$ cat config.mk
export PLATFORM = sky130hd
export DESIGN_NAME = r5900_instruction_decoder
export DESIGN_NICKNAME = d
export VERILOG_FILES = /design/src/rtl/core/r5900_dec_pkg.sv /design/src/rtl/core/r5900_instruction_decoder.sv
export SDC_FILE = /design/constraint.sdc
export NUM_CORES = 1
export LEC_CHECK = 0
export ABC_AREA = 1
export BUFFER_PORTS_ARGS = -buffer_cell sky130_fd_sc_hd__buf_2
export CAP_MARGIN = 20
export CORE_ASPECT_RATIO = 0.9
export CORE_MARGIN = 8
export CORE_UTILIZATION = 35
export DETAILED_ROUTE_END_ITERATION = 8
export GPL_TIMING_DRIVEN = 0
export MAX_ROUTING_LAYER = met4
export PLACE_DENSITY_LB_ADDON = 0.1
export SLEW_MARGIN = 20
export SYNTH_ARGS = -nofsm -noshare
export SYNTH_HDL_FRONTEND = slang
export SYNTH_SLANG_ARGS = --single-unit
$ cat constraint.sdc
create_clock -name i_clk -period 2.94 [get_ports i_clk]
set_input_delay 0.147 -clock i_clk [delete_from_list [all_inputs] [get_ports i_clk]]
set_output_delay 0.147 -clock i_clk [all_outputs]
set_load 0.005 [all_outputs]
$ cat src/rtl/core/r5900_dec_pkg.sv
package r5900_dec_pkg;

    localparam int unsigned WORD_W = 32;
    localparam int unsigned OP_W   = 7;
    localparam int unsigned KIND_W = 2;
    localparam int unsigned STAT_W = 2;
    localparam int unsigned REG_W  = 5;

    localparam logic [KIND_W-1:0] KIND_NORMAL = 2'd0;
    localparam logic [KIND_W-1:0] KIND_BRANCH = 2'd1;
    localparam logic [KIND_W-1:0] KIND_END    = 2'd2;

    localparam logic [STAT_W-1:0] STAT_OK    = 2'd0;
    localparam logic [STAT_W-1:0] STAT_WARN  = 2'd1;
    localparam logic [STAT_W-1:0] STAT_FATAL = 2'd2;

    // register use mask: {link, rd, rt, rs}
    typedef logic [3:0] t_uses;
    localparam t_uses U_NONE = 4'b0000;
    localparam t_uses U_RS   = 4'b0001;
    localparam t_uses U_RT   = 4'b0010;
    localparam t_uses U_RD   = 4'b0100;
    localparam t_uses U_LK   = 4'b1000;
    localparam t_uses U_ST   = U_RS | U_RT;
    localparam t_uses U_TD   = U_RT | U_RD;
    localparam t_uses U_R3   = U_RS | U_RT | U_RD;

    // primary opcodes with sub-tables
    localparam logic [5:0] OPC_SPECIAL = 6'h00;
    localparam logic [5:0] OPC_REGIMM  = 6'h01;
    localparam logic [5:0] OPC_COP0    = 6'h10;
    localparam logic [5:0] OPC_COP1    = 6'h11;
    localparam logic [5:0] OPC_COP2    = 6'h12;
    localparam logic [5:0] OPC_MMI     = 6'h1c;

    localparam logic [OP_W-1:0] OP_NOP     = 7'd0;
    localparam logic [OP_W-1:0] OP_SLL     = 7'd1;
    localparam logic [OP_W-1:0] OP_SRA     = 7'd2;
    localparam logic [OP_W-1:0] OP_DSRL    = 7'd3;
    localparam logic [OP_W-1:0] OP_DSLL    = 7'd4;
    localparam logic [OP_W-1:0] OP_DSLL32  = 7'd5;
    localparam logic [OP_W-1:0] OP_DSRA32  = 7'd6;
    localparam logic [OP_W-1:0] OP_OR      = 7'd7;
    localparam logic [OP_W-1:0] OP_DADDU   = 7'd8;
    localparam logic [OP_W-1:0] OP_MULT    = 7'd9;
    localparam logic [OP_W-1:0] OP_MULTU   = 7'd10;
    localparam logic [OP_W-1:0] OP_DIV     = 7'd11;
    localparam logic [OP_W-1:0] OP_DIVU    = 7'd12;
    localparam logic [OP_W-1:0] OP_BREAK   = 7'd13;
    localparam logic [OP_W-1:0] OP_MFLO    = 7'd14;
    localparam logic [OP_W-1:0] OP_ADDU    = 7'd15;
    localparam logic [OP_W-1:0] OP_SLT     = 7'd16;
    localparam logic [OP_W-1:0] OP_MOVN    = 7'd17;
    localparam logic [OP_W-1:0] OP_MFHI    = 7'd18;
    localparam logic [OP_W-1:0] OP_SLTU    = 7'd19;
    localparam logic [OP_W-1:0] OP_SUBU    = 7'd20;
    localparam logic [OP_W-1:0] OP_AND     = 7'd21;
    localparam logic [OP_W-1:0] OP_SRL     = 7'd22;
    localparam logic [OP_W-1:0] OP_DSRL32  = 7'd23;
    localparam logic [OP_W-1:0] OP_DSRAV   = 7'd24;
    localparam logic [OP_W-1:0] OP_MOVZ    = 7'd25;
    localparam logic [OP_W-1:0] OP_DSLLV   = 7'd26;
    localparam logic [OP_W-1:0] OP_MFSA    = 7'd27;
    localparam logic [OP_W-1:0] OP_SLLV    = 7'd28;
    localparam logic [OP_W-1:0] OP_SRAV    = 7'd29;
    localparam logic [OP_W-1:0] OP_NOR     = 7'd30;
    localparam logic [OP_W-1:0] OP_SRLV    = 7'd31;
    localparam logic [OP_W-1:0] OP_SYSCALL = 7'd32;
    localparam logic [OP_W-1:0] OP_JR      = 7'd33;
    localparam logic [OP_W-1:0] OP_JALR    = 7'd34;
    localparam logic [OP_W-1:0] OP_BGEZ    = 7'd35;
    localparam logic [OP_W-1:0] OP_BLTZ    = 7'd36;
    localparam logic [OP_W-1:0] OP_MFC0    = 7'd37;
    localparam logic [OP_W-1:0] OP_MTC0    = 7'd38;
    localparam logic [OP_W-1:0] OP_DI      = 7'd39;
    localparam logic [OP_W-1:0] OP_EI      = 7'd40;
    localparam logic [OP_W-1:0] OP_ERET    = 7'd41;
    localparam logic [OP_W-1:0] OP_MTC1    = 7'd42;
    localparam logic [OP_W-1:0] OP_CTC1    = 7'd43;
    localparam logic [OP_W-1:0] OP_CFC2    = 7'd44;
    localparam logic [OP_W-1:0] OP_CTC2    = 7'd45;
    localparam logic [OP_W-1:0] OP_QMFC2   = 7'd46;
    localparam logic [OP_W-1:0] OP_QMTC2   = 7'd47;
    localparam logic [OP_W-1:0] OP_PEXTLW  = 7'd48;
    localparam logic [OP_W-1:0] OP_PADDUW  = 7'd49;
    localparam logic [OP_W-1:0] OP_PMFHI   = 7'd50;
    localparam logic [OP_W-1:0] OP_PMFLO   = 7'd51;
    localparam logic [OP_W-1:0] OP_PCPYLD  = 7'd52;
    localparam logic [OP_W-1:0] OP_POR     = 7'd53;
    localparam logic [OP_W-1:0] OP_PCPYHD  = 7'd54;
    localparam logic [OP_W-1:0] OP_SLTI    = 7'd55;
    localparam logic [OP_W-1:0] OP_LUI     = 7'd56;
    localparam logic [OP_W-1:0] OP_ORI     = 7'd57;
    localparam logic [OP_W-1:0] OP_ADDIU   = 7'd58;
    localparam logic [OP_W-1:0] OP_SW      = 7'd59;
    localparam logic [OP_W-1:0] OP_SD      = 7'd60;
    localparam logic [OP_W-1:0] OP_LBU     = 7'd61;
    localparam logic [OP_W-1:0] OP_ANDI    = 7'd62;
    localparam logic [OP_W-1:0] OP_LD      = 7'd63;
    localparam logic [OP_W-1:0] OP_LW      = 7'd64;
    localparam logic [OP_W-1:0] OP_SLTIU   = 7'd65;
    localparam logic [OP_W-1:0] OP_LB      = 7'd66;
    localparam logic [OP_W-1:0] OP_SWC1    = 7'd67;
    localparam logic [OP_W-1:0] OP_SB      = 7'd68;
    localparam logic [OP_W-1:0] OP_LHU     = 7'd69;
    localparam logic [OP_W-1:0] OP_SH      = 7'd70;
    localparam logic [OP_W-1:0] OP_XORI    = 7'd71;
    localparam logic [OP_W-1:0] OP_LWU     = 7'd72;
    localparam logic [OP_W-1:0] OP_DADDIU  = 7'd73;
    localparam logic [OP_W-1:0] OP_LQ      = 7'd74;
    localparam logic [OP_W-1:0] OP_SQ      = 7'd75;
    localparam logic [OP_W-1:0] OP_LH      = 7'd76;
    localparam logic [OP_W-1:0] OP_LDL     = 7'd77;
    localparam logic [OP_W-1:0] OP_LDR     = 7'd78;
    localparam logic [OP_W-1:0] OP_SDL     = 7'd79;
    localparam logic [OP_W-1:0] OP_SDR     = 7'd80;
    localparam logic [OP_W-1:0] OP_BNE     = 7'd81;
    localparam logic [OP_W-1:0] OP_BEQ     = 7'd82;
    localparam logic [OP_W-1:0] OP_BLEZ    = 7'd83;
    localparam logic [OP_W-1:0] OP_BGTZ    = 7'd84;
    localparam logic [OP_W-1:0] OP_JAL     = 7'd85;
    localparam logic [OP_W-1:0] OP_J       = 7'd86;

    typedef struct packed {
        logic [OP_W-1:0]   op_id;
        logic [KIND_W-1:0] kind;
        logic              likely_flag;
        logic              second_pipe;
        t_uses             uses;
        logic [STAT_W-1:0] status;
    } t_dec;

    function automatic t_dec mk(input logic [OP_W-1:0] op, input logic [KIND_W-1:0] kind,
                                input t_uses uses);
        t_dec d;
        d             = '0;
        d.op_id       = op;
        d.kind        = kind;
        d.uses        = uses;
        d.status      = STAT_OK;
        return d;
    endfunction

    function automatic t_dec fatal();
        t_dec d;
        d        = '0;
        d.status = STAT_FATAL;
        return d;
    endfunction

    function automatic t_dec warn_nop();
        t_dec d;
        d        = '0;
        d.status = STAT_WARN;
        return d;
    endfunction

    function automatic t_dec dec_special(input logic [5:0] funct, input logic [4:0] rt,
                                         input logic [4:0] rd, input logic [4:0] sa);
        t_dec d;
        case (funct)
            6'h00: begin
                if (rt == '0 && rd == '0 && sa == '0) begin
                    d = mk(OP_NOP, KIND_NORMAL, U_NONE);
                end else begin
                    d = mk(OP_SLL, KIND_NORMAL, U_TD);
                end
            end
            6'h03: d = mk(OP_SRA,     KIND_NORMAL, U_TD);
            6'h3a: d = mk(OP_DSRL,    KIND_NORMAL, U_TD);
            6'h38: d = mk(OP_DSLL,    KIND_NORMAL, U_TD);
            6'h3c: d = mk(OP_DSLL32,  KIND_NORMAL, U_TD);
            6'h3f: d = mk(OP_DSRA32,  KIND_NORMAL, U_TD);
            6'h25: d = mk(OP_OR,      KIND_NORMAL, U_R3);
            6'h2d: d = mk(OP_DADDU,   KIND_NORMAL, U_R3);
            6'h18: d = mk(OP_MULT,    KIND_NORMAL, U_R3);
            6'h19: d = mk(OP_MULTU,   KIND_NORMAL, U_R3);
            6'h1a: d = mk(OP_DIV,     KIND_NORMAL, U_ST);
            6'h1b: d = mk(OP_DIVU,    KIND_NORMAL, U_ST);
            6'h0d: d = mk(OP_BREAK,   KIND_NORMAL, U_NONE);
            6'h12: d = mk(OP_MFLO,    KIND_NORMAL, U_RD);
            6'h21: d = mk(OP_ADDU,    KIND_NORMAL, U_R3);
            6'h2a: d = mk(OP_SLT,     KIND_NORMAL, U_R3);
            6'h0b: d = mk(OP_MOVN,    KIND_NORMAL, U_R3);
            6'h10: d = mk(OP_MFHI,    KIND_NORMAL, U_RD);
            6'h2b: d = mk(OP_SLTU,    KIND_NORMAL, U_R3);
            6'h23: d = mk(OP_SUBU,    KIND_NORMAL, U_R3);
            6'h24: d = mk(OP_AND,     KIND_NORMAL, U_R3);
            6'h02: d = mk(OP_SRL,     KIND_NORMAL, U_TD);
            6'h3e: d = mk(OP_DSRL32,  KIND_NORMAL, U_TD);
            6'h17: d = mk(OP_DSRAV,   KIND_NORMAL, U_R3);
            6'h0a: d = mk(OP_MOVZ,    KIND_NORMAL, U_R3);
            6'h14: d = mk(OP_DSLLV,   KIND_NORMAL, U_R3);
            6'h28: d = mk(OP_MFSA,    KIND_NORMAL, U_RD);
            6'h04: d = mk(OP_SLLV,    KIND_NORMAL, U_R3);
            6'h07: d = mk(OP_SRAV,    KIND_NORMAL, U_R3);
            6'h27: d = mk(OP_NOR,     KIND_NORMAL, U_R3);
            6'h06: d = mk(OP_SRLV,    KIND_NORMAL, U_R3);
            6'h0c: d = mk(OP_SYSCALL, KIND_END,    U_NONE);
            6'h0f: d = mk(OP_NOP,     KIND_END,    U_NONE);
            6'h08: d = mk(OP_JR,      KIND_BRANCH, U_RS);
            6'h09: d = mk(OP_JALR,    KIND_BRANCH, U_RS | U_RD);
            default: d = fatal();
        endcase
        return d;
    endfunction

    function automatic t_dec dec_mmi(input logic [5:0] funct, input logic [4:0] sa);
        t_dec d;
        case (funct)
            6'h08: begin
                if (sa == 5'h12) d = mk(OP_PEXTLW, KIND_NORMAL, U_R3);
                else d = fatal();
            end
            6'h28: begin
                if (sa == 5'h10) d = mk(OP_PADDUW, KIND_NORMAL, U_R3);
                else d = fatal();
            end
            6'h09: begin
                if (sa == 5'h08) d = mk(OP_PMFHI, KIND_NORMAL, U_RD);
                else if (sa == 5'h09) d = mk(OP_PMFLO, KIND_NORMAL, U_RD);
                else if (sa == 5'h0e) d = mk(OP_PCPYLD, KIND_NORMAL, U_R3);
                else d = fatal();
            end
            6'h29: begin
                if (sa == 5'h12) d = mk(OP_POR, KIND_NORMAL, U_R3);
                else if (sa == 5'h0e) d = mk(OP_PCPYHD, KIND_NORMAL, U_R3);
                else d = fatal();
            end
            6'h18: begin
                d = mk(OP_MULT, KIND_NORMAL, U_R3);
                d.second_pipe = 1'b1;
            end
            6'h19: begin
                d = mk(OP_MULTU, KIND_NORMAL, U_R3);
                d.second_pipe = 1'b1;
            end
            6'h1a: begin
                d = mk(OP_DIV, KIND_NORMAL, U_ST);
                d.second_pipe = 1'b1;
            end
            6'h1b: begin
                d = mk(OP_DIVU, KIND_NORMAL, U_ST);
                d.second_pipe = 1'b1;
            end
            6'h12: begin
                d = mk(OP_MFLO, KIND_NORMAL, U_RD);
                d.second_pipe = 1'b1;
            end
            6'h10: begin
                d = mk(OP_MFHI, KIND_NORMAL, U_RD);
                d.second_pipe = 1'b1;
            end
            default: d = fatal();
        endcase
        return d;
    endfunction

    function automatic t_dec dec_word(input logic [WORD_W-1:0] w);
        t_dec       d;
        logic [5:0] opc;
        logic [5:0] funct;
        logic [4:0] rs;
        logic [4:0] rt;
        logic [4:0] rd;
        logic [4:0] sa;
        opc   = w[31:26];
        rs    = w[25:21];
        rt    = w[20:16];
        rd    = w[15:11];
        sa    = w[10:6];
        funct = w[5:0];
        case (opc)
            OPC_SPECIAL: d = dec_special(funct, rt, rd, sa);
            OPC_REGIMM: begin
                case (rt)
                    5'h01: d = mk(OP_BGEZ, KIND_BRANCH, U_RS);
                    5'h00: d = mk(OP_BLTZ, KIND_BRANCH, U_RS);
                    5'h02: begin
                        d = mk(OP_BLTZ, KIND_BRANCH, U_RS);
                        d.likely_flag = 1'b1;
                    end
                    5'h03: begin
                        d = mk(OP_BGEZ, KIND_BRANCH, U_RS);
                        d.likely_flag = 1'b1;
                    end
                    default: d = fatal();
                endcase
            end
            OPC_COP0: begin
                if (w[10:0] == '0) begin
                    if (rs == 5'h00) d = mk(OP_MFC0, KIND_NORMAL, U_RT);
                    else if (rs == 5'h04) d = mk(OP_MTC0, KIND_NORMAL, U_RT);
                    else d = fatal();
                end else if (rs == 5'h10) begin
                    case (funct)
                        6'h02: d = mk(OP_NOP,  KIND_NORMAL, U_NONE);
                        6'h39: d = mk(OP_DI,   KIND_NORMAL, U_NONE);
                        6'h38: d = mk(OP_EI,   KIND_NORMAL, U_NONE);
                        6'h18: d = mk(OP_ERET, KIND_END,    U_NONE);
                        default: d = fatal();
                    endcase
                end else begin
                    d = fatal();
                end
            end
            OPC_COP1: begin
                if (rs == 5'h10) d = warn_nop();
                else if (rs == 5'h04) d = mk(OP_MTC1, KIND_NORMAL, U_TD);
                else if (rs == 5'h06) d = mk(OP_CTC1, KIND_NORMAL, U_TD);
                else d = fatal();
            end
            OPC_COP2: begin
                if (rs[4]) d = warn_nop();
                else if (rs == 5'h02) d = mk(OP_CFC2,  KIND_NORMAL, U_TD);
                else if (rs == 5'h06) d = mk(OP_CTC2,  KIND_NORMAL, U_TD);
                else if (rs == 5'h01) d = mk(OP_QMFC2, KIND_NORMAL, U_TD);
                else if (rs == 5'h05) d = mk(OP_QMTC2, KIND_NORMAL, U_TD);
                else d = fatal();
            end
            OPC_MMI: d = dec_mmi(funct, sa);
            6'h0a: d = mk(OP_SLTI,   KIND_NORMAL, U_ST);
            6'h0f: d = mk(OP_LUI,    KIND_NORMAL, U_RT);
            6'h0d: d = mk(OP_ORI,    KIND_NORMAL, U_ST);
            6'h09: d = mk(OP_ADDIU,  KIND_NORMAL, U_ST);
            6'h2b: d = mk(OP_SW,     KIND_NORMAL, U_ST);
            6'h3f: d = mk(OP_SD,     KIND_NORMAL, U_ST);
            6'h24: d = mk(OP_LBU,    KIND_NORMAL, U_ST);
            6'h0c: d = mk(OP_ANDI,   KIND_NORMAL, U_ST);
            6'h37: d = mk(OP_LD,     KIND_NORMAL, U_ST);
            6'h23: d = mk(OP_LW,     KIND_NORMAL, U_ST);
            6'h0b: d = mk(OP_SLTIU,  KIND_NORMAL, U_ST);
            6'h20: d = mk(OP_LB,     KIND_NORMAL, U_ST);
            6'h39: d = mk(OP_SWC1,   KIND_NORMAL, U_RS);
            6'h28: d = mk(OP_SB,     KIND_NORMAL, U_ST);
            6'h25: d = mk(OP_LHU,    KIND_NORMAL, U_ST);
            6'h29: d = mk(OP_SH,     KIND_NORMAL, U_ST);
            6'h0e: d = mk(OP_XORI,   KIND_NORMAL, U_ST);
            6'h27: d = mk(OP_LWU,    KIND_NORMAL, U_ST);
            6'h19: d = mk(OP_DADDIU, KIND_NORMAL, U_ST);
            6'h1e: d = mk(OP_LQ,     KIND_NORMAL, U_ST);
            6'h1f: d = mk(OP_SQ,     KIND_NORMAL, U_ST);
            6'h21: d = mk(OP_LH,     KIND_NORMAL, U_ST);
            6'h1a: d = mk(OP_LDL,    KIND_NORMAL, U_ST);
            6'h1b: d = mk(OP_LDR,    KIND_NORMAL, U_ST);
            6'h2c: d = mk(OP_SDL,    KIND_NORMAL, U_ST);
            6'h2d: d = mk(OP_SDR,    KIND_NORMAL, U_ST);
            6'h2f: d = mk(OP_NOP,    KIND_NORMAL, U_NONE);
            6'h05: d = mk(OP_BNE,    KIND_BRANCH, U_ST);
            6'h15: begin
                d = mk(OP_BNE, KIND_BRANCH, U_ST);
                d.likely_flag = 1'b1;
            end
            6'h04: d = mk(OP_BEQ,    KIND_BRANCH, U_ST);
            6'h14: begin
                d = mk(OP_BEQ, KIND_BRANCH, U_ST);
                d.likely_flag = 1'b1;
            end
            6'h06: d = mk(OP_BLEZ,   KIND_BRANCH, U_RS);
            6'h07: d = mk(OP_BGTZ,   KIND_BRANCH, U_RS);
            6'h03: d = mk(OP_JAL,    KIND_BRANCH, U_LK);
            6'h02: d = mk(OP_J,      KIND_BRANCH, U_NONE);
            default: d = fatal();
        endcase
        return d;
    endfunction

endpackage

$ cat src/rtl/core/r5900_instruction_decoder.sv
// R5900 instruction decoder. Takes one 32-bit instruction word per item and returns one decoded
// item: operation number, kind, likely and pipeline-1 flags, register-use flags, status and the
// rs/rt/rd index fields. A new word is taken every cycle while o_stall is low; each item passes
// through the input register and then the result register, with the whole decode done by the
// logic between them. i_stall on the result side backs up through both registers, and
// o_stall rises only when both hold an item and the result is not taken.
module r5900_instruction_decoder
    import r5900_dec_pkg::*;
(
    input  logic              i_clk,
    input  logic              i_rst_n,
    input  logic              i_valid,
    output logic              o_stall,
    input  logic [WORD_W-1:0] i_instr_word,
    output logic              o_valid,
    input  logic              i_stall,
    output logic [OP_W-1:0]   o_op_id,
    output logic [KIND_W-1:0] o_kind,
    output logic              o_likely_flag,
    output logic              o_second_pipe,
    output logic              o_uses_rs,
    output logic              o_uses_rt,
    output logic              o_uses_rd,
    output logic              o_uses_link,
    output logic [STAT_W-1:0] o_status,
    output logic [REG_W-1:0]  o_rs_index,
    output logic [REG_W-1:0]  o_rt_index,
    output logic [REG_W-1:0]  o_rd_index
);

    logic                 r_in_valid;
    logic [WORD_W-1:0]    r_word;
    logic                 r_out_valid;
    t_dec                 r_dec;
    logic [3*REG_W-1:0]   r_out_idx;

    logic out_ready;
    logic in_ready;
    logic in_take;
    logic out_load;
    t_dec n_dec;

    assign out_ready = !r_out_valid || !i_stall;
    assign in_ready  = !r_in_valid || out_ready;
    assign in_take   = i_valid && in_ready;
    assign out_load  = r_in_valid && out_ready;
    assign o_stall   = !in_ready;

    always_comb begin
        n_dec = dec_word(r_word);
    end

    always_ff @(posedge i_clk) begin
        if (!i_rst_n) begin
            r_in_valid  <= 1'b0;
            r_out_valid <= 1'b0;
        end else begin
            if (in_ready) begin
                r_in_valid <= i_valid;
            end
            if (out_ready) begin
                r_out_valid <= r_in_valid;
            end
        end
    end

    always_ff @(posedge i_clk) begin
        if (in_take) begin
            r_word <= i_instr_word;
        end
        if (out_load) begin
            r_dec     <= n_dec;
            r_out_idx <= r_word[25:11];
        end
    end

    assign o_valid       = r_out_valid;
    assign o_op_id       = r_dec.op_id;
    assign o_kind        = r_dec.kind;
    assign o_likely_flag = r_dec.likely_flag;
    assign o_second_pipe = r_dec.second_pipe;
    assign o_uses_rs     = |(r_dec.uses & U_RS);
    assign o_uses_rt     = |(r_dec.uses & U_RT);
    assign o_uses_rd     = |(r_dec.uses & U_RD);
    assign o_uses_link   = |(r_dec.uses & U_LK);
    assign o_status      = r_dec.status;
    assign o_rs_index    = r_out_idx[3*REG_W-1:2*REG_W];
    assign o_rt_index    = r_out_idx[2*REG_W-1:REG_W];
    assign o_rd_index    = r_out_idx[REG_W-1:0];

endmodule
Word-level counts from Yosys, hierarchy flattened
Cells that the tools add are included.
{"block": "op_classes", "reduce_logical": 17, "n_mux": 25, "n_eq_ne": 90}
{"cell": "$pmux 17 s41", "n": 1}
{"cell": "$pmux 16 s35", "n": 1}
{"cell": "$mux 16", "n": 17}
{"cell": "$eq 6x6->1 const B", "n": 31}
{"cell": "$pmux 17 s10", "n": 1}
{"cell": "$pmux 16 s4", "n": 2}
{"cell": "$eq 6x5->1 const B", "n": 19}
{"cell": "$eq 6x4->1 const B", "n": 14}
{"cell": "$eq 6x3->1 const B", "n": 7}
{"cell": "$mux 17", "n": 2}
{"cell": "$eq 6x2->1 const B", "n": 4}
{"cell": "$logic_not 5->1", "n": 4}
{"cell": "$eq 5x2->1 const B", "n": 3}
{"cell": "$eq 5x3->1 const B", "n": 3}
{"cell": "$eq 5x4->1 const B", "n": 3}
{"cell": "$eq 5x5->1 const B", "n": 3}
{"cell": "$logic_not 6->1", "n": 2}
{"cell": "$logic_not 11->1", "n": 1}
{"cell": "$mux 11", "n": 1}
{"cell": "$eq 5x1->1 const B", "n": 2}
{"cell": "$eq 6x1->1 const B", "n": 1}
{"cell": "$logic_and 1x1->1", "n": 4}
{"cell": "$logic_not 1->1", "n": 4}
{"cell": "$logic_or 1x1->1", "n": 2}
{"block": "totals", "reg_bits": 66, "in_bits": 36}

Logic depth before layout (Yosys ltp)
Gate-level depths: netlist of run 1.
{"block": "depth", "word_depth": 7, "mapped_depth": 11, "mapped_depth_nobuf": 11}

Worst setup path after synthesis of run 1
OpenSTA, ideal clock, no wires.
{"block": "synth_path", "kind": "reg-to-reg", "startpoint": "reg r_in_valid", "endpoint": "reg r_dec, in the netlist o_kind[0] (enable)", "period_less_slack_ns": 2.360, "setup_slack_ns": 0.580, "n_path_buf": 0, "t_arrival_ns": 1.928, "path_stages_with_launch": 3, "cell_sequence": "dfxtp_1 inv_1 a21oi_1"}
{"block": "synth_between", "elab_chain_cells": 1}
{"item": "start, declared", "line_no": "r5900_instruction_decoder.sv:31", "text": "logic r_in_valid;"}
{"item": "start signal, assigned", "line_no": "r5900_instruction_decoder.sv:59", "text": "r_in_valid <= i_valid;"}
{"item": "$logic_and 1x1->1", "line_no": "r5900_instruction_decoder.sv:46", "text": "assign out_load = r_in_valid && out_ready;"}
{"item": "named net out_load", "line_no": "r5900_instruction_decoder.sv:40", "text": "logic out_load;"}
{"item": "end signal, assigned", "line_no": "r5900_instruction_decoder.sv:72", "text": "r_dec <= n_dec;"}
{"item": "end, declared", "line_no": "r5900_instruction_decoder.sv:34", "text": "t_dec r_dec;"}
The timed path passes the listed nets, and every way through them passes these cells.
A chain may end at the register's enable or synchronous reset.

==> impl_metrics.yaml, run 1 <==
synth:
  synthArstFlopShare_pct: 0
  synthTopCellsByArea: "edfxtp_1 (46%), nand2_1 (17%), nor2_1 (11%), nand3_1 (8.7%), inv_1 (5.0%)"
  netlist_instances: 588
  synth_top_family_by_area: "simple AND/OR/NAND/NOR gates"
  ys_types: 27
  synth-compound-area-share_pct: 3.33
  synth_common_cells: "nand2_1 (195), nor2_1 (121), nand3_1 (73), edfxtp_1 (64), inv_1 (56)"
  syn_nets: 624
  synth-simple-area-share_pct: 43.8
  synth_top_area_cell: "edfxtp_1"
  synth_mux_area_share_pct: 0
  synth_ff_type: "edfxtp_1"
  synth_edf_count: 64
  synth_area_mm2: 0.00420
  ys_seq_elements: 66
  syn_area_per_cell_um2: 7.15
  synth-xor-area-share_pct: 0
  ys_seq_area_share_pct: 46.7
  synth_top_area_share_pct: 45.7
  yosys_warnings: 0
  synth_adder_area_share_pct: 0
  synth.most_common_cell: "nand2_1"
sta:
  fin_crit_sh_pct: 77.5
  maxSlewHeadroom_pct: 51.2
  setup_slack_ns: 0.661
  report.final.hold_viol_count: 0
  finalClockSkew_ns: 0.0135
  worst_pin_slew_ns: 0.731
  rsz0062_at_grt: "no"
  fmax_mhz: 439
  fin_crit_ns: 2.28
  setup_tns_ns: 0
  drv_slew: 0
  setup_viol: 0
worst_setup_path:
  required_ns: 2.99
  end_kind: "flip-flop"
  cp_max_fo: 6
  critPathKind: "reg -> reg"
  worstPathArrival_ns: 2.33
  rrSetupSlack_ns: 0.66
  cp-start-kind: "flip-flop"
status:
  status: "completed"
clocking:
  cts.htree.levels: 3
  path_clk_slew_ns: 0.06
  cts_resized: 0
  clock_latency_ns: 0.34
  cts_tree: "done"
  max-clock-path-buffers: 2
  cts.sinks: 66
  numCtsBuffers: 9
  root_buffer: "clkbuf_16"
route:
  drtAntennaViolNets: 0
  via_per_inst: 4.97
  drc_errors: 0
  wl_um: 13500
  drt_first_pass_iters: 5
  wl_per_cell_um: 15.6
  first_iter_violations: 302
  via_count: 4303
cells_and_area:
  antenna_cells: 0
  synthToLayoutAreaGrowth_pct: 28.8
  num-fill-cells: 1213
  register_area_mm2: 0.00196
  drive_above_1_share_pct: 16.0
  finalNetCount: 737
  multiInputGateArea_mm2: 0.00199
die:
  die_area_mm2: 0.0158
  die_h_um: 120
  start_util_pct: 35.4
  io_pins: 70
  coreArea_mm2: 0.0119
  die_w_um: 132
  rows: 38
global_route:
  grt_pass1_wl_um: 21600
  grt_max_degree: 33
  grt_usage_pct: 17.8
  grt_remaining_overflow: 0
  antenna_found_initial: 0
  grt_pass1_vias: 4090
power_and_ir_drop:
  ir_worst_vdd_v: 0.000249
  p_leak_uw: 0.00272
  power_density_mw_per_mm2: 475
place:
  dp_hpwl_um: 10500
  place_ws_ns: 0.706
  io_buffers: 69
  gp_congestion: 0.930
job:
  maxCapViolations: 0
hold_path:
  hold_path_class: "in -> reg"
[worst paths after layout]
path,endpoint,from,depth (start not counted)
min reg2reg,r_out_idx[3]$_DFFE_PP_,r_word[14]$_DFFE_PP_,0
min,o_valid$_SDFFE_PN0P_,i_rst_n,3
max reg2reg,o_op_id[2]$_DFFE_PP_,r_word[4]$_DFFE_PP_,10
max,o_op_id[2]$_DFFE_PP_,r_word[4]$_DFFE_PP_,10
[worst max-delay path: stages, from the launching register on]
cell and delay (ns):
edfxtp_1 0.51, nor2_1 0.37, inv_1 0.15, nor2_4 0.22
nand2_2 0.13, clkinv_1 0.08, nand2_1 0.06, nand3_1 0.07
nand3_1 0.09, nor2_1 0.16, nand3_1 0.14
[layout by cell type, fill, tap and decap left out, drive strengths merged]
master / Yosys / routed
clkbuf: 0 / 12
nor3: 6 / 6
nand4: 7 / 7
bufinv: 0 / 1
nor3b: 1 / 1
nand3b: 5 / 5
and2: 1 / 1
and3: 1 / 1
o2111ai: 1 / 1
nor2: 132 / 132
a21oi: 11 / 11
edfxtp: 64 / 64
clkinv: 3 / 5
a211o: 1 / 1
dlygate4sd3: 0 / 32
nand2: 199 / 199
buf: 4 / 74
o22ai: 2 / 2
o21ai: 11 / 11
inv: 59 / 60
nor4: 1 / 1
nand3: 77 / 77
dfxtp: 2 / 2
[power by group]
part	switching, uW	internal [uW]
logic	205	129
clock network	406	703
registers	33.4	1100
total	645	1930
[repair_timing]
item,CTS,global route
buffers inserted,0,0
setup endpoints to repair,0,0
hold buffers,32,0
hold endpoints to repair,32,0
[flip-flops by register name, indices dropped and copies added (netlist names)]
name           count
r_word            32
r_out_idx         15
o_op_id            7
o_kind             2
o_status           2
o_likely_flag      1
o_second_pipe      1
o_uses_link        1
o_uses_rd          1
o_uses_rs          1
o_uses_rt          1
o_valid            1
r_in_valid         1
[routing by layer]
layer | part of all wire (%) | routed length, um | GRT usage, % | vias to the layer above
li1 | - | - | - | 2148
met1 | 50 | 6750 | 24.7 | 1974
met2 | 41 | 5550 | 25.2 | 163
met3 | 6.9 | 932 | 4.18 | 18
met4 | 1.8 | 238 | 5.52 | 0
met5 | 0 | 0 | - | -
[cell type report]
class / count / area share (%)
multi-input combinational: 456 / 36.8
timing repair buffer: 102 / 12.8
inverter: 62 / 4.30
clock inverter: 4 / 0.901
clock buffer: 12 / 4.74
tap: 160 / 3.70
sequential: 66 / 36.2
buffer: 4 / 0.485
[per-stage QoR]
| step | util, % | power [uW] | cells | hold slack (ns) | area (um^2) |
|---|---|---|---|---|---|
| floorplan | - | 1330 | 588 | 0.246 | 4200 |
| global placement | 40.0 | 1450 | 817 | 0.323 | 4750 |
| detailed placement | 40.3 | 1450 | 818 | 0.325 | 4790 |
| CTS | 45.5 | 2600 | 866 | 0.0441 | 5410 |
| global route | 45.5 | 2680 | 866 | 0.0440 | 5410 |
| finish | 45.5 | 2570 | 866 | 0.0556 | 5410 |
[cell families (layout without fill, tap and decap cells)]
kind of cell / Yosys count / count (layout)
simple gates: 430 / 430
compound gates: 26 / 26
flops: 66 / 66
buf+inv: 66 / 184
No activity file was read; power rests on OpenSTA's default activity.
==> inputs of run 2 (changes only) <==
--- a/config.mk
+++ b/config.mk
@@ -5,7 +5,7 @@
 export SDC_FILE = /design/constraint.sdc
 export NUM_CORES = 1
 export LEC_CHECK = 0
-export ABC_AREA = 1
+export ABC_AREA = 0
 export BUFFER_PORTS_ARGS = -buffer_cell sky130_fd_sc_hd__buf_2
 export CAP_MARGIN = 20
 export CORE_ASPECT_RATIO = 0.9
==> constraint.sdc (replaced) <==
create_clock -name i_clk -period 2.3 [get_ports i_clk]
set_input_delay 0.115 -clock i_clk [delete_from_list [all_inputs] [get_ports i_clk]]
set_output_delay 0.115 -clock i_clk [all_outputs]
set_load 0.005 [all_outputs]
==> run 2 against run 1 <==
  * The flow now finishes with violations (negative setup slack)
  * Worst hold slack improved by 0.072 ns
  * Worst setup slack got worse by 0.73 ns
  * Total power rose by 40%
  * Core utilization rose by 3.6 points
  * Combinational power rose by 100%
  * Sequential share of layout area fell by 4.4 points
  * Largest cell class unchanged
  * Largest power group is now clock
==> impl_metrics.yaml, run 2 <==
power_and_ir_drop:
  power_density_mw_per_mm2: 582
  ir_worst_vdd_v: 0.000585
  total_power_uw: 3590
  p_leak_uw: 0.00226
worst_setup_path:
  r2r_cells: 5
  required_ns: 2.48
  path_buf_inv: 0
  path_cells: "nor2_1 > nand3_4 > or4_4 > or4_4 > a21oi_2"
  slowest_delay_ns: 0.61
  crit_top_cell: "or4_4"
  cp_max_fo: 8
  cp.depth: 5
  worstPathArrival_ns: 2.55
  critPathKind: "reg -> reg"
  cp-start-kind: "flip-flop"
  cp_slowest_cell: "or4_4"
  worst_path_dominant_cell_family: "simple AND/OR/NAND/NOR gates"
  rrSetupSlack_ns: -0.07
  end_kind: "flip-flop"
clocking:
  max-clock-path-buffers: 2
  cts.htree.levels: 3
  cts.sinks: 66
  cts_tree: "done"
  numCtsBuffers: 9
  clock_latency_ns: 0.34
  root_buffer: "clkbuf_16"
  path_clk_slew_ns: 0.06
synth:
  synth_mux_area_share_pct: 0
  synth_area_mm2: 0.00444
  synth_edf_count: 64
  ys_types: 73
  yosys_warnings: 0
  synth_top_area_cell: "edfxtp_1"
  netlist_instances: 490
  synthArstFlopShare_pct: 0
  synth-simple-area-share_pct: 26.0
  synth.most_common_cell: "edfxtp_1"
  synth_adder_area_share_pct: 0
  synth_common_cells: "edfxtp_1 (64), nand2_1 (42), nor2_1 (42), clkbuf_1 (31)"
  synth-compound-area-share_pct: 24.9
  syn_area_per_cell_um2: 9.07
  synth_top_family_by_area: "simple AND/OR/NAND/NOR gates"
  synthTopCellsByArea: "edfxtp_1 (43%), nand2_1 (3.5%), nor2_1 (3.5%), nand2b_1 (3.5%), o21ai_0 (2.8%)"
  synth_ff_type: "edfxtp_1"
  synth_top_area_share_pct: 43.2
  synth-xor-area-share_pct: 0.394
  ys_seq_area_share_pct: 44.1
  ys_seq_elements: 66
  syn_nets: 526
cells_and_area:
  finalNetCount: 654
  largest_register_ffs: 32
  final_core_utilization_pct: 49.2
  drive_above_1_share_pct: 31.3
  final_cell_area_mm2: 0.00617
  final_common_cell: "buf_2"
  final_cell_mix: "buf_2 (76), edfxtp_1 (64), nand2_1 (41)"
  synthToLayoutAreaGrowth_pct: 38.7
  regMostFlops: "r_word"
  antenna_cells: 0
global_route:
  grt_max_degree: 23
  grt_pass1_wl_um: 25000
  antenna_found_initial: 0
  grt_pass1_vias: 4655
  grt_remaining_overflow: 0
  grt_usage_pct: 19.9
sta:
  worst_pin_slew_ns: 0.483
  finalClockSkew_ns: 0.0127
  fin_crit_ns: 2.37
  maxSlewHeadroom_pct: 67.7
  setup_slack_ns: -0.0685
  setup_viol: 4
  fin_crit_sh_pct: 103
  fmax_mhz: 422
  rsz0062_at_grt: "yes"
  whs_ns: 0.127
  report.final.hold_viol_count: 0
  drv_slew: 0
place:
  dp_hpwl_um: 11400
  gp_congestion: 0.963
  io_buffers: 69
  placed_cell_area_mm2: 0.00507
route:
  wl_per_cell_um: 20.3
  via_count: 4646
  wl_um: 16000
  via_per_inst: 5.90
  drt_first_pass_iters: 5
  drtAntennaViolNets: 0
  first_iter_violations: 456
  drc_errors: 0
status:
  failed_checks: "negative setup slack"
  status: "finished, violations left"
die:
  rows: 39
  start_util_pct: 35.4
  coreArea_mm2: 0.0125
  die_area_mm2: 0.0166
  die_h_um: 123
  die_w_um: 135
  io_pins: 70
hold_path:
  hold_path_class: "in -> reg"
  whs_path_depth: 3
job:
  maxCapViolations: 0
[run 2: cell count changes after synthesis, sizes merged, moves of 8 or more]
cell    before  now
o21ai       11   25
clkbuf       0   31
nor2       132   42
nand2      199   42
nand2b       0   25
nand3       77   22
a21oi       11   24
inv         59    7
nor2b        0   19
a211oi       0    8
o22ai        2   12
[run 2: repair_timing]
item                       4_1_cts  5_1_grt
pin swaps                        8        2
hold buffers                    34        0
setup endpoints to repair       13       13
setup buffers                   13        3
gates resized for setup         85       33
hold endpoints to repair        33        0
[run 2: path summary, 6_finish.rpt]
path                            endpoint                 start
setup / recovery     o_kind[1]$_DFFE_PP_  r_word[28]$_DFFE_PP_
hold / removal      o_valid$_SDFFE_PN0P_               i_stall
setup reg to reg     o_kind[1]$_DFFE_PP_  r_word[28]$_DFFE_PP_
hold reg to reg   r_out_idx[3]$_DFFE_PP_  r_word[14]$_DFFE_PP_
[run 2: worst min-delay path: stages]
cell     delay (ns)
buf_2          0.13
a21oi_1        0.08
nor2b_1        0.10
[run 2: cell families after synthesis]
family / Yosys count
compound gates: 156
xor+xnor: 2
buf+inv: 49
flops: 66
simple gates: 217
[run 2: final cells by class]
| cell class | instances | area [um^2] |
|---|---|---|
| Clock buffer | 10 | 229 |
| Buffer | 38 | 235 |
| Sequential cell | 66 | 1960 |
| Clock inverter | 6 | 91.3 |
| Timing Repair Buffer | 121 | 861 |
| Inverter | 7 | 26.3 |
| Tap cell | 164 | 205 |
| Fill cell | 1147 | 6370 |
| Multi-Input combinational cell | 375 | 2560 |
[run 2: per-layer routing]
| metal | routed length (um) | track usage (%) |
|---|---|---|
| met1 | 7210 | 26.3 |
| met2 | 6940 | 28.4 |
| met3 | 1440 | 5.28 |
| met4 | 384 | 7.99 |
| met5 | 0 | - |
[run 2: power by group]
part / switching [uW] / internal [uW] / total (uW)
clock: 521 / 952 / 1470
combinational: 383 / 291 / 674
sequential: 44.4 / 1400 / 1440
total: 948 / 2640 / 3590
[run 2: stage by stage]
stage,TNS [ns],worst slack (ns),std cells
finish,-0.117,-0.0685,787
global route,-0.557,-0.135,787
CTS,-0.121,-0.0652,785
detailed placement,-4.83,-0.554,725
global placement,-5.28,-0.607,723
floorplan,0,0.0363,490
==> inputs of run 3 (changes only) <==
--- a/config.mk
+++ b/config.mk
@@ -5,7 +5,7 @@
 export SDC_FILE = /design/constraint.sdc
 export NUM_CORES = 1
 export LEC_CHECK = 0
-export ABC_AREA = 0
+export ABC_AREA = 1
 export BUFFER_PORTS_ARGS = -buffer_cell sky130_fd_sc_hd__buf_2
 export CAP_MARGIN = 20
 export CORE_ASPECT_RATIO = 0.9
==> run 3 against run 2 <==
  * Sequential cell count did not move
  * Core utilization fell by 3.9 points
  * The run now ends clean
  * Critical path type unchanged
  * Non-clock buffer count fell by 53
  * Cell area fell by 13%
  * Critical endpoint is now o_status[1]$_DFFE_PP_
  * Maximum frequency rose by 10%
  * Worst setup slack improved by 0.22 ns
  * Clock power fell by 18%
  * Clock skew fell by 0.0080 ns
  * First-iteration DRC count fell by 37%
==> impl_metrics.yaml, run 3 (same netlist as run 1, synthesis figures left out) <==
route:
  wl_um: 13100
  via_count: 4251
  drt_first_pass_iters: 5
  wl_per_cell_um: 15.2
  via_per_inst: 4.92
  drtAntennaViolNets: 0
  first_iter_violations: 287
  drc_errors: 0
sta:
  finalClockSkew_ns: 0.00468
  maxSlewHeadroom_pct: 50.9
  drv_slew: 0
  fmax_mhz: 466
  setup_viol: 0
  fin_crit_ns: 2.15
  worst_pin_slew_ns: 0.736
  whs_ns: 0.0162
  fin_crit_sh_pct: 93.3
  rsz0062_at_grt: "no"
  setup_tns_ns: 0
  report.final.hold_viol_count: 0
worst_setup_path:
  cp_slowest_cell: "edfxtp_1"
  critPathKind: "reg -> reg"
  path_buf_inv: 2
  cp-start-kind: "flip-flop"
  slowest_delay_ns: 0.49
  end_kind: "flip-flop"
  worstPathArrival_ns: 2.21
  path_cells: "inv_2 > nor2_4 > nand3_1 > nand2_1 > inv_2 > nand3_2 > nand2_1 > a21oi_1 > nand3_1"
  cp_max_fo: 8
  worst_path_dominant_cell_family: "simple AND/OR/NAND/NOR gates"
  rrSetupSlack_ns: 0.15
  required_ns: 2.36
power_and_ir_drop:
  power_density_mw_per_mm2: 571
  p_leak_uw: 0.00269
  ir_worst_vdd_v: 0.000325
clocking:
  root_buffer: "clkbuf_16"
  cts.sinks: 66
  post_cts_buffers: 0
  path_clk_slew_ns: 0.05
  cts.htree.levels: 3
  max-clock-path-buffers: 2
  numCtsBuffers: 9
  clock_latency_ns: 0.34
  cts_tree: "done"
global_route:
  grt_max_degree: 33
  grt_usage_pct: 17.3
  grt_remaining_overflow: 0
  grt_pass1_wl_um: 20900
  antenna_found_initial: 0
  grt_pass1_vias: 4042
cells_and_area:
  final_common_cell: "nand2_1"
  regMostFlops: "r_word"
  finalNetCount: 737
  final_cell_area_mm2: 0.00538
  antenna_cells: 0
  synthToLayoutAreaGrowth_pct: 27.9
  drive_above_1_share_pct: 16.2
  final_cell_mix: "nand2_1 (195), nor2_1 (116), nand3_1 (73)"
  largest_register_ffs: 32
place:
  gp_congestion: 0.930
  io_buffers: 69
  dp_hpwl_um: 10300
  placed_cell_area_mm2: 0.00479
die:
  die_h_um: 120
  die_w_um: 132
  start_util_pct: 35.4
  io_pins: 70
  rows: 38
  die_area_mm2: 0.0158
  coreArea_mm2: 0.0119
job:
  maxCapViolations: 0
hold_path:
  hold_path_class: "in -> reg"
status:
  status: "completed"
run 3: changes by cell type in the layout (fill, tap and decap cells not counted), sizes merged, moves of 26 or more:
cell    change
inv        +51
clkbuf     -26
nand2     +157
nand3      +55
nor2       +90
run 3: final timing paths:
check / depth (start not counted) / endpoint / startpoint
worst min-delay path: 3 / o_valid$_SDFFE_PN0P_ / i_rst_n
worst min register to register: 0 / r_out_idx[0]$_DFFE_PP_ / r_word[11]$_DFFE_PP_
worst max register to register: 9 / o_status[1]$_DFFE_PP_ / r_word[4]$_DFFE_PP_
worst max-delay path: 9 / o_status[1]$_DFFE_PP_ / r_word[4]$_DFFE_PP_
run 3: report_power, final:
group          switching, uW  internal (uW)  leakage (uW)
combinational            262            165       0.00192
sequential              41.8           1400      0.000638
clock                    490            708      0.000123
run 3: per-layer routing:
metal,GRT usage (%),part of all wire (%),up-vias,wire length (um)
li1,-,-,2141,-
met1,23.1,51,1941,6630
met5,-,0,-,0
met4,4.87,1.1,0,144
met2,24.7,41,158,5410
met3,5.39,7.1,11,931
run 3: cell type report:
| class | instances | area (um^2) |
|---|---|---|
| fill | 1199 | 6510 |
| multi-input combinational | 456 | 2010 |
| sequential | 66 | 1960 |
| timing repair buffer | 102 | 693 |
| inverter | 62 | 233 |
| clock buffer | 10 | 229 |
| tap | 160 | 200 |
| buffer | 4 | 26.3 |
| clock inverter | 4 | 21.3 |
run 3: what timing repair did:
action,CTS,global route
hold buffers,32,0
setup endpoints to repair,0,4
endpoints found under the hold margin,32,0
resized for setup,0,6
run 3: stage by stage:
stage          util (%)  total power, uW  instances  setup slack (ns)
4_1_cts            45.1             3110        864            0.0834
5_1_grt            45.2             3220        864            0.0164
6_report           45.2             3070        864             0.153
3_5_place_dp       40.3             1850        818             0.101
2_1_floorplan         -             1690        588             0.581
3_3_place_gp       40.0             1840        817            0.0881
run 3: worst min-delay path: cells and delay by family:
| kind | cells | cell delay (ns) |
|---|---|---|
| AO/OA/AOI/OAI | 1 | 0.04 |
| buffers and inverters | 2 | 0.16 |
